## config.mk

```make
export PLATFORM = sky130hd
export DESIGN_NAME = clipped_sprite_blitter
export DESIGN_NICKNAME = d
export VERILOG_FILES = /design/src/csb_pkg.sv /design/src/csb_front.sv /design/src/csb_queue.sv /design/src/csb_back.sv /design/src/clipped_sprite_blitter.sv
export SDC_FILE = /design/constraint.sdc
export NUM_CORES = 1
export LEC_CHECK = 0
export ABC_AREA = 1
export BUFFER_PORTS_ARGS = -buffer_cell sky130_fd_sc_hd__buf_2
export CORE_MARGIN = 3
export CORE_UTILIZATION = 30
export DETAILED_ROUTE_END_ITERATION = 6
export GPL_TIMING_DRIVEN = 0
export HOLD_SLACK_MARGIN = 0.12
export PLACE_DENSITY_LB_ADDON = 0.3
export SLEW_MARGIN = 5
export SYNTH_ARGS = -nofsm -noshare
export SYNTH_HDL_FRONTEND = slang
export SYNTH_HIERARCHICAL = 1
export SYNTH_SLANG_ARGS = --single-unit
```

## constraint.sdc

```tcl
create_clock -name clk -period 5.5 [get_ports clk]
set_clock_uncertainty 0.1 [all_clocks]
set_input_delay 0.55 -clock clk [delete_from_list [all_inputs] [get_ports clk]]
set_output_delay 0.55 -clock clk [all_outputs]
set_load 0.005 [all_outputs]
```

## src/csb_pkg.sv

```systemverilog
`default_nettype none
package csb_pkg;

  localparam int SCREEN_W_DEFAULT = 320;
  localparam int SCREEN_H_DEFAULT = 240;

  localparam int CFG_W     = 11;
  localparam int CFG_IDX_W = 3;
  localparam int COORD_W   = 10;
  localparam int PIX_W     = 8;
  localparam int ADDR_W    = 17;

  // register indexes
  localparam logic [CFG_IDX_W-1:0] REG_SPRITE_WIDTH  = 3'd0;
  localparam logic [CFG_IDX_W-1:0] REG_SPRITE_HEIGHT = 3'd1;
  localparam logic [CFG_IDX_W-1:0] REG_DEST_X        = 3'd2;
  localparam logic [CFG_IDX_W-1:0] REG_DEST_Y        = 3'd3;
  localparam logic [CFG_IDX_W-1:0] REG_BLIT_MODE     = 3'd4;
  localparam logic [CFG_IDX_W-1:0] REG_FORCE_COLOR   = 3'd5;

  // blit modes
  localparam logic [1:0] MODE_COPY  = 2'd0;
  localparam logic [1:0] MODE_KEY   = 2'd1;
  localparam logic [1:0] MODE_FORCE = 2'd2;

  // one classified pixel between front and back
  typedef struct packed {
    logic               we;
    logic [COORD_W-1:0] col;
    logic [COORD_W-1:0] row;
    logic [PIX_W-1:0]   data;
    logic               done;
  } entry_t;

  // last index for a size register: 0 acts as 1, above 1024 acts as 1024
  function automatic logic [COORD_W-1:0] last_index(input logic [CFG_W-1:0] v);
    logic [CFG_W-1:0] m;
    begin
      m = v - 11'd1;
      if (v == '0) begin
        last_index = '0;
      end else if (v > 11'd1024) begin
        last_index = '1;
      end else begin
        last_index = m[COORD_W-1:0];
      end
    end
  endfunction

endpackage
`default_nettype wire

```

## src/csb_front.sv

```systemverilog
`default_nettype none
module csb_front #(
  parameter int SCREEN_W = csb_pkg::SCREEN_W_DEFAULT,
  parameter int SCREEN_H = csb_pkg::SCREEN_H_DEFAULT
) (
  input  wire logic                        clk,
  input  wire logic                        rst,
  input  wire logic                        cfg_write,
  input  wire logic [csb_pkg::CFG_IDX_W-1:0] cfg_index,
  input  wire logic [csb_pkg::CFG_W-1:0]   cfg_data,
  input  wire logic                        in_valid,
  output logic                             in_ready,
  input  wire logic [csb_pkg::PIX_W-1:0]   pixel,
  output logic                             push,
  output csb_pkg::entry_t                  push_entry,
  input  wire logic                        q_ready
);

  localparam int CW = csb_pkg::COORD_W;

  logic [csb_pkg::CFG_W-1:0] sprite_width;
  logic [csb_pkg::CFG_W-1:0] sprite_height;
  logic [csb_pkg::CFG_W-1:0] dest_x;
  logic [csb_pkg::CFG_W-1:0] dest_y;
  logic [1:0]                blit_mode;
  logic [csb_pkg::PIX_W-1:0] force_color;

  logic [CW-1:0] column_count;
  logic [CW-1:0] row_count;
  logic [CW-1:0] column_count_next;
  logic [CW-1:0] row_count_next;

  logic [CW+1:0] sx;
  logic [CW+1:0] sy;
  logic          on;
  logic          nonzero;
  logic          we;
  logic          row_end;
  logic          done;
  logic [csb_pkg::PIX_W-1:0] data;

  always_ff @(posedge clk) begin
    if (rst) begin
      sprite_width  <= 11'd1;
      sprite_height <= 11'd1;
      dest_x        <= '0;
      dest_y        <= '0;
      blit_mode     <= csb_pkg::MODE_COPY;
      force_color   <= '0;
    end else if (cfg_write) begin
      case (cfg_index)
        csb_pkg::REG_SPRITE_WIDTH:  sprite_width  <= cfg_data;
        csb_pkg::REG_SPRITE_HEIGHT: sprite_height <= cfg_data;
        csb_pkg::REG_DEST_X:        dest_x        <= cfg_data;
        csb_pkg::REG_DEST_Y:        dest_y        <= cfg_data;
        csb_pkg::REG_BLIT_MODE:     blit_mode     <= cfg_data[1:0];
        csb_pkg::REG_FORCE_COLOR:   force_color   <= cfg_data[csb_pkg::PIX_W-1:0];
        default: ;
      endcase
    end
  end

  assign in_ready = q_ready;
  assign push     = in_valid && q_ready;

  // screen position, sign bit on top
  assign sx = {dest_x[csb_pkg::CFG_W-1], dest_x} + {2'b00, column_count};
  assign sy = {dest_y[csb_pkg::CFG_W-1], dest_y} + {2'b00, row_count};

  assign on = !sx[CW+1] && (sx[CW:0] < (CW+1)'(SCREEN_W))
           && !sy[CW+1] && (sy[CW:0] < (CW+1)'(SCREEN_H));

  assign nonzero = (pixel != '0);
  assign row_end = column_count >= csb_pkg::last_index(sprite_width);
  assign done    = row_end && (row_count >= csb_pkg::last_index(sprite_height));

  always_comb begin
    we   = on;
    data = pixel;
    case (blit_mode)
      csb_pkg::MODE_KEY: begin
        we = on && nonzero;
      end
      csb_pkg::MODE_FORCE: begin
        we   = on && nonzero;
        data = force_color;
      end
      default: ;
    endcase
  end

  always_comb begin
    push_entry.we   = we;
    push_entry.col  = we ? sx[CW-1:0] : '0;
    push_entry.row  = we ? sy[CW-1:0] : '0;
    push_entry.data = we ? data : '0;
    push_entry.done = done;
  end

  always_comb begin
    column_count_next = column_count + 1'b1;
    row_count_next    = row_count;
    if (row_end) begin
      column_count_next = '0;
      row_count_next    = done ? '0 : row_count + 1'b1;
    end
  end

  always_ff @(posedge clk) begin
    if (rst) begin
      column_count <= '0;
      row_count    <= '0;
    end else if (push) begin
      column_count <= column_count_next;
      row_count    <= row_count_next;
    end
  end

endmodule
`default_nettype wire

```

## src/csb_queue.sv

```systemverilog
`default_nettype none
module csb_queue (
  input  wire logic            clk,
  input  wire logic            rst,
  input  wire logic            push,
  input  csb_pkg::entry_t      push_entry,
  output logic                 q_ready,
  input  wire logic            pop,
  output logic                 q_valid,
  output csb_pkg::entry_t      q_entry
);

  csb_pkg::entry_t slots [2];
  logic       wr_ptr;
  logic       rd_ptr;
  logic [1:0] count;

  assign q_ready = (count != 2'd2);
  assign q_valid = (count != 2'd0);
  assign q_entry = slots[rd_ptr];

  always_ff @(posedge clk) begin
    if (push) begin
      slots[wr_ptr] <= push_entry;
    end
  end

  always_ff @(posedge clk) begin
    if (rst) begin
      wr_ptr <= 1'b0;
      rd_ptr <= 1'b0;
      count  <= 2'd0;
    end else begin
      if (push) begin
        wr_ptr <= !wr_ptr;
      end
      if (pop) begin
        rd_ptr <= !rd_ptr;
      end
      case ({push, pop})
        2'b10:   count <= count + 2'd1;
        2'b01:   count <= count - 2'd1;
        default: ;
      endcase
    end
  end

endmodule
`default_nettype wire

```

## src/csb_back.sv

```systemverilog
`default_nettype none
module csb_back #(
  parameter int SCREEN_W = csb_pkg::SCREEN_W_DEFAULT
) (
  input  wire logic                       clk,
  input  wire logic                       rst,
  input  wire logic                       q_valid,
  input  csb_pkg::entry_t                 q_entry,
  output logic                            pop,
  output logic                            out_valid,
  input  wire logic                       out_ready,
  output logic                            write_enable,
  output logic [csb_pkg::ADDR_W-1:0]      dest_addr,
  output logic [csb_pkg::PIX_W-1:0]       write_data,
  output logic                            sprite_done
);

  localparam int PROD_W = 2 * csb_pkg::COORD_W;

  logic [PROD_W-1:0] prod;
  logic [PROD_W-1:0] addr_full;

  assign prod      = PROD_W'(q_entry.row) * PROD_W'(SCREEN_W);
  assign addr_full = prod + PROD_W'(q_entry.col);

  // advance when the output register is empty or being drained
  assign pop = q_valid && (!out_valid || out_ready);

  always_ff @(posedge clk) begin
    if (rst) begin
      out_valid <= 1'b0;
    end else if (pop) begin
      out_valid <= 1'b1;
    end else if (out_ready) begin
      out_valid <= 1'b0;
    end
  end

  always_ff @(posedge clk) begin
    if (pop) begin
      write_enable <= q_entry.we;
      dest_addr    <= addr_full[csb_pkg::ADDR_W-1:0];
      write_data   <= q_entry.data;
      sprite_done  <= q_entry.done;
    end
  end

endmodule
`default_nettype wire

```

## src/clipped_sprite_blitter.sv

```systemverilog
`default_nettype none
// Sprite blitter: takes the 8-bit indexed pixels of a sprite in raster order and returns one
// frame-buffer write request per pixel (write_enable, dest_addr, write_data, sprite_done).
// Internal column and row counters place each pixel at dest_x + column, dest_y + row; the
// write is enabled only on the SCREEN_W x SCREEN_H screen, and blit_mode may key out zero
// pixels or replace nonzero ones with force_color. Disabled requests carry zero address and
// data, and every pixel is answered even when the sprite is fully off screen. One pixel is
// accepted per clock while the queue has room; the pixel is classified into the queue when it
// is accepted, the row * SCREEN_W multiply-add loads the output register when the entry leaves
// it, and the two-entry queue between the two stages absorbs output stalls. Write the
// configuration registers only while no request is outstanding; counters are never touched by
// a configuration write.
module clipped_sprite_blitter #(
  parameter int SCREEN_W = csb_pkg::SCREEN_W_DEFAULT,
  parameter int SCREEN_H = csb_pkg::SCREEN_H_DEFAULT
) (
  input  wire logic                          clk,
  input  wire logic                          rst,
  input  wire logic                          cfg_write,
  input  wire logic [csb_pkg::CFG_IDX_W-1:0] cfg_index,
  input  wire logic [csb_pkg::CFG_W-1:0]     cfg_data,
  input  wire logic                          in_valid,
  output logic                               in_ready,
  input  wire logic [csb_pkg::PIX_W-1:0]     pixel,
  output logic                               out_valid,
  input  wire logic                          out_ready,
  output logic                               write_enable,
  output logic [csb_pkg::ADDR_W-1:0]         dest_addr,
  output logic [csb_pkg::PIX_W-1:0]          write_data,
  output logic                               sprite_done
);

  logic            push;
  logic            pop;
  logic            q_ready;
  logic            q_valid;
  csb_pkg::entry_t push_entry;
  csb_pkg::entry_t q_entry;

  csb_front #(
    .SCREEN_W(SCREEN_W),
    .SCREEN_H(SCREEN_H)
  ) u_front (
    .clk        (clk),
    .rst        (rst),
    .cfg_write  (cfg_write),
    .cfg_index  (cfg_index),
    .cfg_data   (cfg_data),
    .in_valid   (in_valid),
    .in_ready   (in_ready),
    .pixel      (pixel),
    .push       (push),
    .push_entry (push_entry),
    .q_ready    (q_ready)
  );

  csb_queue u_queue (
    .clk        (clk),
    .rst        (rst),
    .push       (push),
    .push_entry (push_entry),
    .q_ready    (q_ready),
    .pop        (pop),
    .q_valid    (q_valid),
    .q_entry    (q_entry)
  );

  csb_back #(
    .SCREEN_W(SCREEN_W)
  ) u_back (
    .clk          (clk),
    .rst          (rst),
    .q_valid      (q_valid),
    .q_entry      (q_entry),
    .pop          (pop),
    .out_valid    (out_valid),
    .out_ready    (out_ready),
    .write_enable (write_enable),
    .dest_addr    (dest_addr),
    .write_data   (write_data),
    .sprite_done  (sprite_done)
  );

endmodule
`default_nettype wire

```

; ---- Word-level counts from Yosys, hierarchy flattened
; Memory sizes are Yosys's and may differ from the RTL's. A register that Yosys moved wholly into a read port is not among the register bits.
; Index checks and enable logic that the tools add are counted.
[classes]
add_sub_neg = 9
multipliers = 1
n_lt_le_gt_ge = 6
n_eq_ne = 10
muxes = 18
reduce_logical = 28
[ops]
columns = operator, n
row1 = $mux 10, 8
row2 = $add 11x11->12, 2
row3 = $gt 11x11->1 const B, 2
row4 = $logic_not 11->1, 2
row5 = $add 10x1->10 const B, 2
row6 = $ge 10x10->1, 2
row7 = $sub 10x1->10 const B, 2
row8 = $add 17x10->17, 1
row9 = $mux 8, 2
row10 = $reduce_and 2->1, 7
row11 = $lt 11x8->1 const B, 1
row12 = $lt 11x9->1 const B, 1
row13 = $mul 10x3->11 const B, 1
row14 = $reduce_bool 8->1, 1
row15 = $logic_and 1x1->1, 7
row16 = $mux 1, 7
row17 = $eq 3x2->1 const B, 2
row18 = $eq 3x3->1 const B, 2
row19 = $reduce_bool 2->1, 3
row20 = $logic_not 1->1, 5
row21 = $eq 2x1->1 const B, 2
row22 = $eq 2x2->1 const B, 2
row23 = $pmux 2 s2, 1
row24 = $eq 3x1->1 const B, 1
row25 = 6 further kinds, 6
[word_totals]
regBits = 106
ram_bits = 60
in_bits = 27
out_inout_bits = 29
word_cells = 89
mem_count = 1
[memory_table]
columns = memory, depth, width, rd, rd_clocked_by_memory_dff, wr, line_no
row1 = u_queue.slots, 2, 30, 1, 1, 1, csb_queue.sv:13  ; csb_pkg::entry_t slots [2];

; ---- Longest topological paths before layout
[logic_depth]
word_depth = 8
mapped_depth = 20
depth_no_buf = 20

; ---- Cells and area by module
; The synthesis kept the hierarchy.
[by_module_without_submodules]
columns = mod, n_inst, cells_per_inst, area_each_um2, seq_area_each_um2
row1 = csb_front, 1, 819, 5343.9, 1481.4
row2 = csb_queue, 1, 125, 2509.9, 1901.8
row3 = csb_back, 1, 137, 1625.3, 830.8

; ---- Worst setup path before layout
; Ideal clock, no wire load.
[synth_path]
kind = input -> register
startpoint = in out_ready
endpoint = reg u_queue.count[1]
setup_time_ps = 64
arrival_time_ps = 2821
t_required_ps = 5336
slack_ps = 2515
stages = 8
n_path_buf = 0
path_cell_list = inv_1 > a21oi_1 > ha_1 > inv_1 > nand2_1 > nor2_1 > nor2_1 > nor2_1
[synth_via]
elab_chain_len = 4
word_cells_on_any_way = 6
classes_between = 2 x eq/ne / 1 x mux / 3 x reduce/logical
[synth_lines]
columns = item, line_no
row1 = from (decl), clipped_sprite_blitter.sv:26  ; input wire logic out_ready,
row2 = $logic_or 1x1->1 (*), csb_back.sv:27  ; assign pop = q_valid && (!out_valid || out_ready);
row3 = $logic_and 1x1->1 (*), csb_back.sv:27
row4 = via pop, clipped_sprite_blitter.sv:34  ; logic pop;
row5 = $eq 2x1->1 / $eq 2x2->1 (equally long branches), csb_queue.sv:40  ; case ({push, pop})
row6 = $pmux 2 s2 / $reduce_bool 2->1 (equally long branches), -
row7 = to (signal assigned), csb_queue.sv:41  ; 2'b10: count <= count + 2'd1;
row8 = to (signal assigned), csb_queue.sv:42  ; 2'b01: count <= count - 2'd1;
row9 = to (decl), csb_queue.sv:16  ; logic [1:0] count;
; Mark *: on every way through the listed nets, which the timed path passes. The rest lies on a longest branch.
; A chain may end at the register's enable or synchronous reset.

; ---- Worst setup path after layout
[layout_path]
startpoint = reg u_front/sprite_height[0] (netlist name)
endpoint = mem u_queue/slots[0][0] (netlist name) (data pin)
[layout_via]
elab_chain_len = 5
word_cells_on_any_way = 7
classes_between = 1 x add/sub / 2 x order compare / 2 x mux / 2 x reduce/logical
[layout_lines]
columns = item, line_no
row1 = from (decl), csb_front.sv:22  ; logic [csb_pkg::CFG_W-1:0] sprite_height;
row2 = from (signal assigned), csb_front.sv:53  ; csb_pkg::REG_SPRITE_HEIGHT: sprite_height <= cfg_data;
row3 = $sub 10x1->10 / $gt 11x11->1 (equally long branches), "csb_pkg.sv:39, csb_pkg.sv:42"
row4 = $mux 10, csb_pkg.sv:42  ; end else if (v > 11'd1024) begin
row5 = $mux 10 (*), csb_pkg.sv:40  ; if (v == '0) begin
row6 = $ge 10x10->1 (*), csb_front.sv:75  ; assign done = row_end && (row_count >= csb_pkg::last_index(sprite_height));
row7 = $logic_and 1x1->1 (*), csb_front.sv:75
row8 = via u_front.done, csb_front.sv:39  ; logic done;
row9 = to (decl), csb_queue.sv:13
; Marked as above.

==> metrics.md <==
| Metric | Value |
|---|---|
| Initial antenna violation count | 0 |
| CP bufs+invs | 4 |
| Critical Path Most Common Cell | nor2_1 |
| Net Sw Frac | 34.0% |
| Clock share of power | 27.3% |
| Initial DRC Count | 426 |
| Core Region | 30800 um2 |
| CTS tree | built |
| Ports | 56 |
| Final setup margin | 2.00 ns |
| FP Rows | 64 |
| # H-tree levels | 4 |
| Reg area | 4210 um2 |
| Total power | 4.35 mW |
| Achievable Freq | 285 MHz |
| CP max-delay cell | dfxtp_1 |
| Synthesized flop and latch total | 167 |
| Clock transition at path regs | 0.08 ns |
| IO Port Bufs | 55 |
| Crit path capture type | flip-flop |
| Hold Vio Cnt, Final | 0 |
| Lkg Pwr | 4.75 nW |
| Post-Route WL | 21.3 mm |
| Sink Count | 167 |
| Status | finished clean |
| # setup viols final | 0 |
| Max FO, Critical Path | 7 |
| Top-area cell type share of the netlist area | 27.6% |
| Critical path's top delay family | simple AND/OR/NAND/NOR gates |
| Most frequent cell after synthesis | nand2_1 |
| Comb power frac | 33.8% |
| First-pass GRT wire length | 34.2 mm |
| Max-cap violations | 0 |
| Vias/cell | 4.55 |
| Synth top area cells | edfxtp_1, dfxtp_1, ha_1 |
| Largest net degree at the start of global routing | 32 |
| Cells along the critical path | inv_1, ha_1, nand2_1, nor2_1, nand4_1, nor2_1, nand2_1, nor2_1, inv_1, o21ai_0, ha_1, a21oi_1, nor2_1, nor3_1, nand4_1, nand2_1, inv_1, buf_4 |
| GR Util All Layers | 12.9% |
| Starting Density | 30.7% |
| List of most frequent post-synthesis cells | nand2_1, nor2_1, inv_1, edfxtp_1, dfxtp_1 |
| Post-CTS setup buffers | 0 |
| First-pass DRT Iterations | 4 |
| Clock latency on the worst-skew pair | 0.44 ns |
| EDFF count, synth | 87 |
| CP arrival | 3.61 ns |
| Min Clock Period, post-route | 3.50 ns |
| Layout area overhead | 15.3% |
| WL per Instance | 13.6 um |
| CTS Buf Count | 17 |
| Residual DRC | 0 |
| CTS max path bufs | 2 |
| Total net switching power | 1.48 mW |
| Internal power | 2.87 mW |
| RSZ-0062 raised after global routing | false |
| Setup slack at placement | 2.00 ns |
| Fin. max-slew vios | 0 |
| Hold buffer count at CTS | 0 |
| Worst hold slack | 0.298 ns |
| Overflow after GRT | 0 |
| RePlAce Congestion | 0.844 |
| Post-cts gate resize count | 0 |
| Post-DP HPWL | 16.4 mm |
| Final period utilization | 63.7% |
| Fill cells | 3154 |
| Post-synth ARST share | 0% |
| WP data required | 5.60 ns |
| Area occupied by multi-input gates | 4610 um2 |
| HP Class | in -> reg |
| Yosys warnings | 6 |
| Share of cells above drive strength 1 | 15.3% |
| Mapped Area | 9480 um2 |
| Post-synth top flop | edfxtp_1 |
| VDD IR max | 0.214 mV |
| Largest area contributor in the netlist | edfxtp_1 |
| Routed via count | 7141 |
| Crit Path Category | reg -> reg |
| R2R Setup Slk | 2.00 ns |
| FF-to-FF Start | u_front/sprite_height[0] |
| Post-synthesis cell count | 1081 |
| Netlist cell types | 50 |
| Die footprint | 33800 um2 |
| Hold path start | out_ready |
| Vias in the first global route | 6758 |
| Die width | 184 um |
| Sequential power share | 38.9% |
| Worst slew margin | 19.8% |
| Power Dens Cells | 398 nW/um2 |
| # nets final | 1255 |
| Sequential area share after synthesis | 44.5% |
| Startpoint Class | flip-flop |
| Setup TNS | 0 ns |
| Critical path origin | u_front/sprite_height[0] |
| Root Buffer | clkbuf_16 |
| Worst-margin pin slew | 1.20 ns |
| Mean Syn Cell Area | 8.77 um2 |
| Final ANT Viol Nets | 0 |
| Die height | 184 um |
| Crit-path max cell delay | 0.35 ns |
[power by group through the flow]
stage / logic (mW) / clock network [mW] / registers, mW
after floorplan: 1.05 / 0 / 1.73
after global placement: 1.42 / 0 / 1.73
after detailed placement: 1.49 / 0 / 1.72
after CTS: 1.50 / 1.22 / 1.69
after global routing: 1.67 / 1.27 / 1.71
final: 1.47 / 1.19 / 1.69
[worst paths after layout]
path | depth (start not counted) | end
worst min-delay path | 4 | u_back/out_valid
worst max register to register | 18 | u_queue/slots[0][0]
worst min register to register | 2 | u_front/dest_y[3]
worst max-delay path | 18 | u_queue/slots[0][0]
[cell type report]
| type | count | share of cell area, % |
|---|---|---|
| Antenna cell | 1 | 0.0229 |
| Multi-Input combinational cell | 752 | 42.2 |
| Tap cell | 396 | 4.53 |
| Inverter | 139 | 4.77 |
| Sequential cell | 167 | 38.5 |
| Timing Repair Buffer | 57 | 3.02 |
| Clock buffer | 18 | 4.02 |
| Buffer | 25 | 1.42 |
| Clock inverter | 14 | 1.46 |
[cells by family (layout without fill, tap and decap cells)]
logic type	after synthesis	in the layout	synth area share [%]
and+or+nand+nor	457	457	21.8
DFF	167	167	44.5
buffers and inverters	164	253	7.14
AOI/OAI and AO/OA	153	153	8.57
adders and majority gates	69	69	9.42
muxes	38	38	5.60
xor gates and xnor gates	32	32	2.96
other	1	4	0.0396
[worst min-delay path: cells and delay by family]
family	cells	cell delay, ns
buffers and inverters	2	0.14
AOI/OAI and AO/OA	1	0.05
and+or+nand+nor	1	0.06
[flip-flops by register name (all words and copies together) (netlist names), named ones only]
register	cells
u_back/dest_addr	17
u_back/out_valid	1
u_back/sprite_done	1
u_back/write_data	8
u_back/write_enable	1
u_front/blit_mode	2
u_front/column_count	10
u_front/dest_x	11
u_front/dest_y	11
u_front/force_color	8
u_front/row_count	10
u_front/sprite_height	11
u_front/sprite_width	11
u_queue/count	2
u_queue/rd_ptr	1
u_queue/slots	60
u_queue/wr_ptr	1
[stage by stage]
| step | instances | instance area [um2] | utilization, % |
|---|---|---|---|
| global route | 1568 | 10900 | 35.5 |
| finish | 1569 | 10900 | 35.5 |
| floorplan | 1083 | 9490 | - |
| CTS | 1568 | 10900 | 35.5 |
| global placement | 1534 | 10300 | 33.3 |
| detailed placement | 1536 | 10300 | 33.5 |
[cells in the final DEF (no fill, tap or decap), types with 5 or more instances in the layout]
cell and count:
o21ai_0 74, nand3_1 46, clkbuf_16 17, nor3_1 15, nand3b_1 6, dfxtp_1 80, buf_6 5, edfxtp_1 87
mux2_4 30, nand4_1 17, inv_1 137, ha_1 65, xor2_1 17, xnor2_1 15, clkbuf_1 12, nor2_2 19
mux2i_1 8, a21oi_1 59, nand2_1 177, buf_2 56, buf_4 6, nor2_1 144, nand2_2 10
[layer usage]
| metal | share of wire [%] | up-vias | GRT usage (%) | routed length (um) |
|---|---|---|---|---|
| met2 | 44 | 126 | 20.6 | 9400 |
| met5 | 0 | - | 0 | 0 |
| met1 | 50 | 3236 | 17.4 | 10700 |
| li1 | - | 3753 | - | - |
| met4 | 1.7 | 0 | 4.20 | 359 |
| met3 | 4.2 | 26 | 2.95 | 885 |
Power figures use the tool's default switching activity.
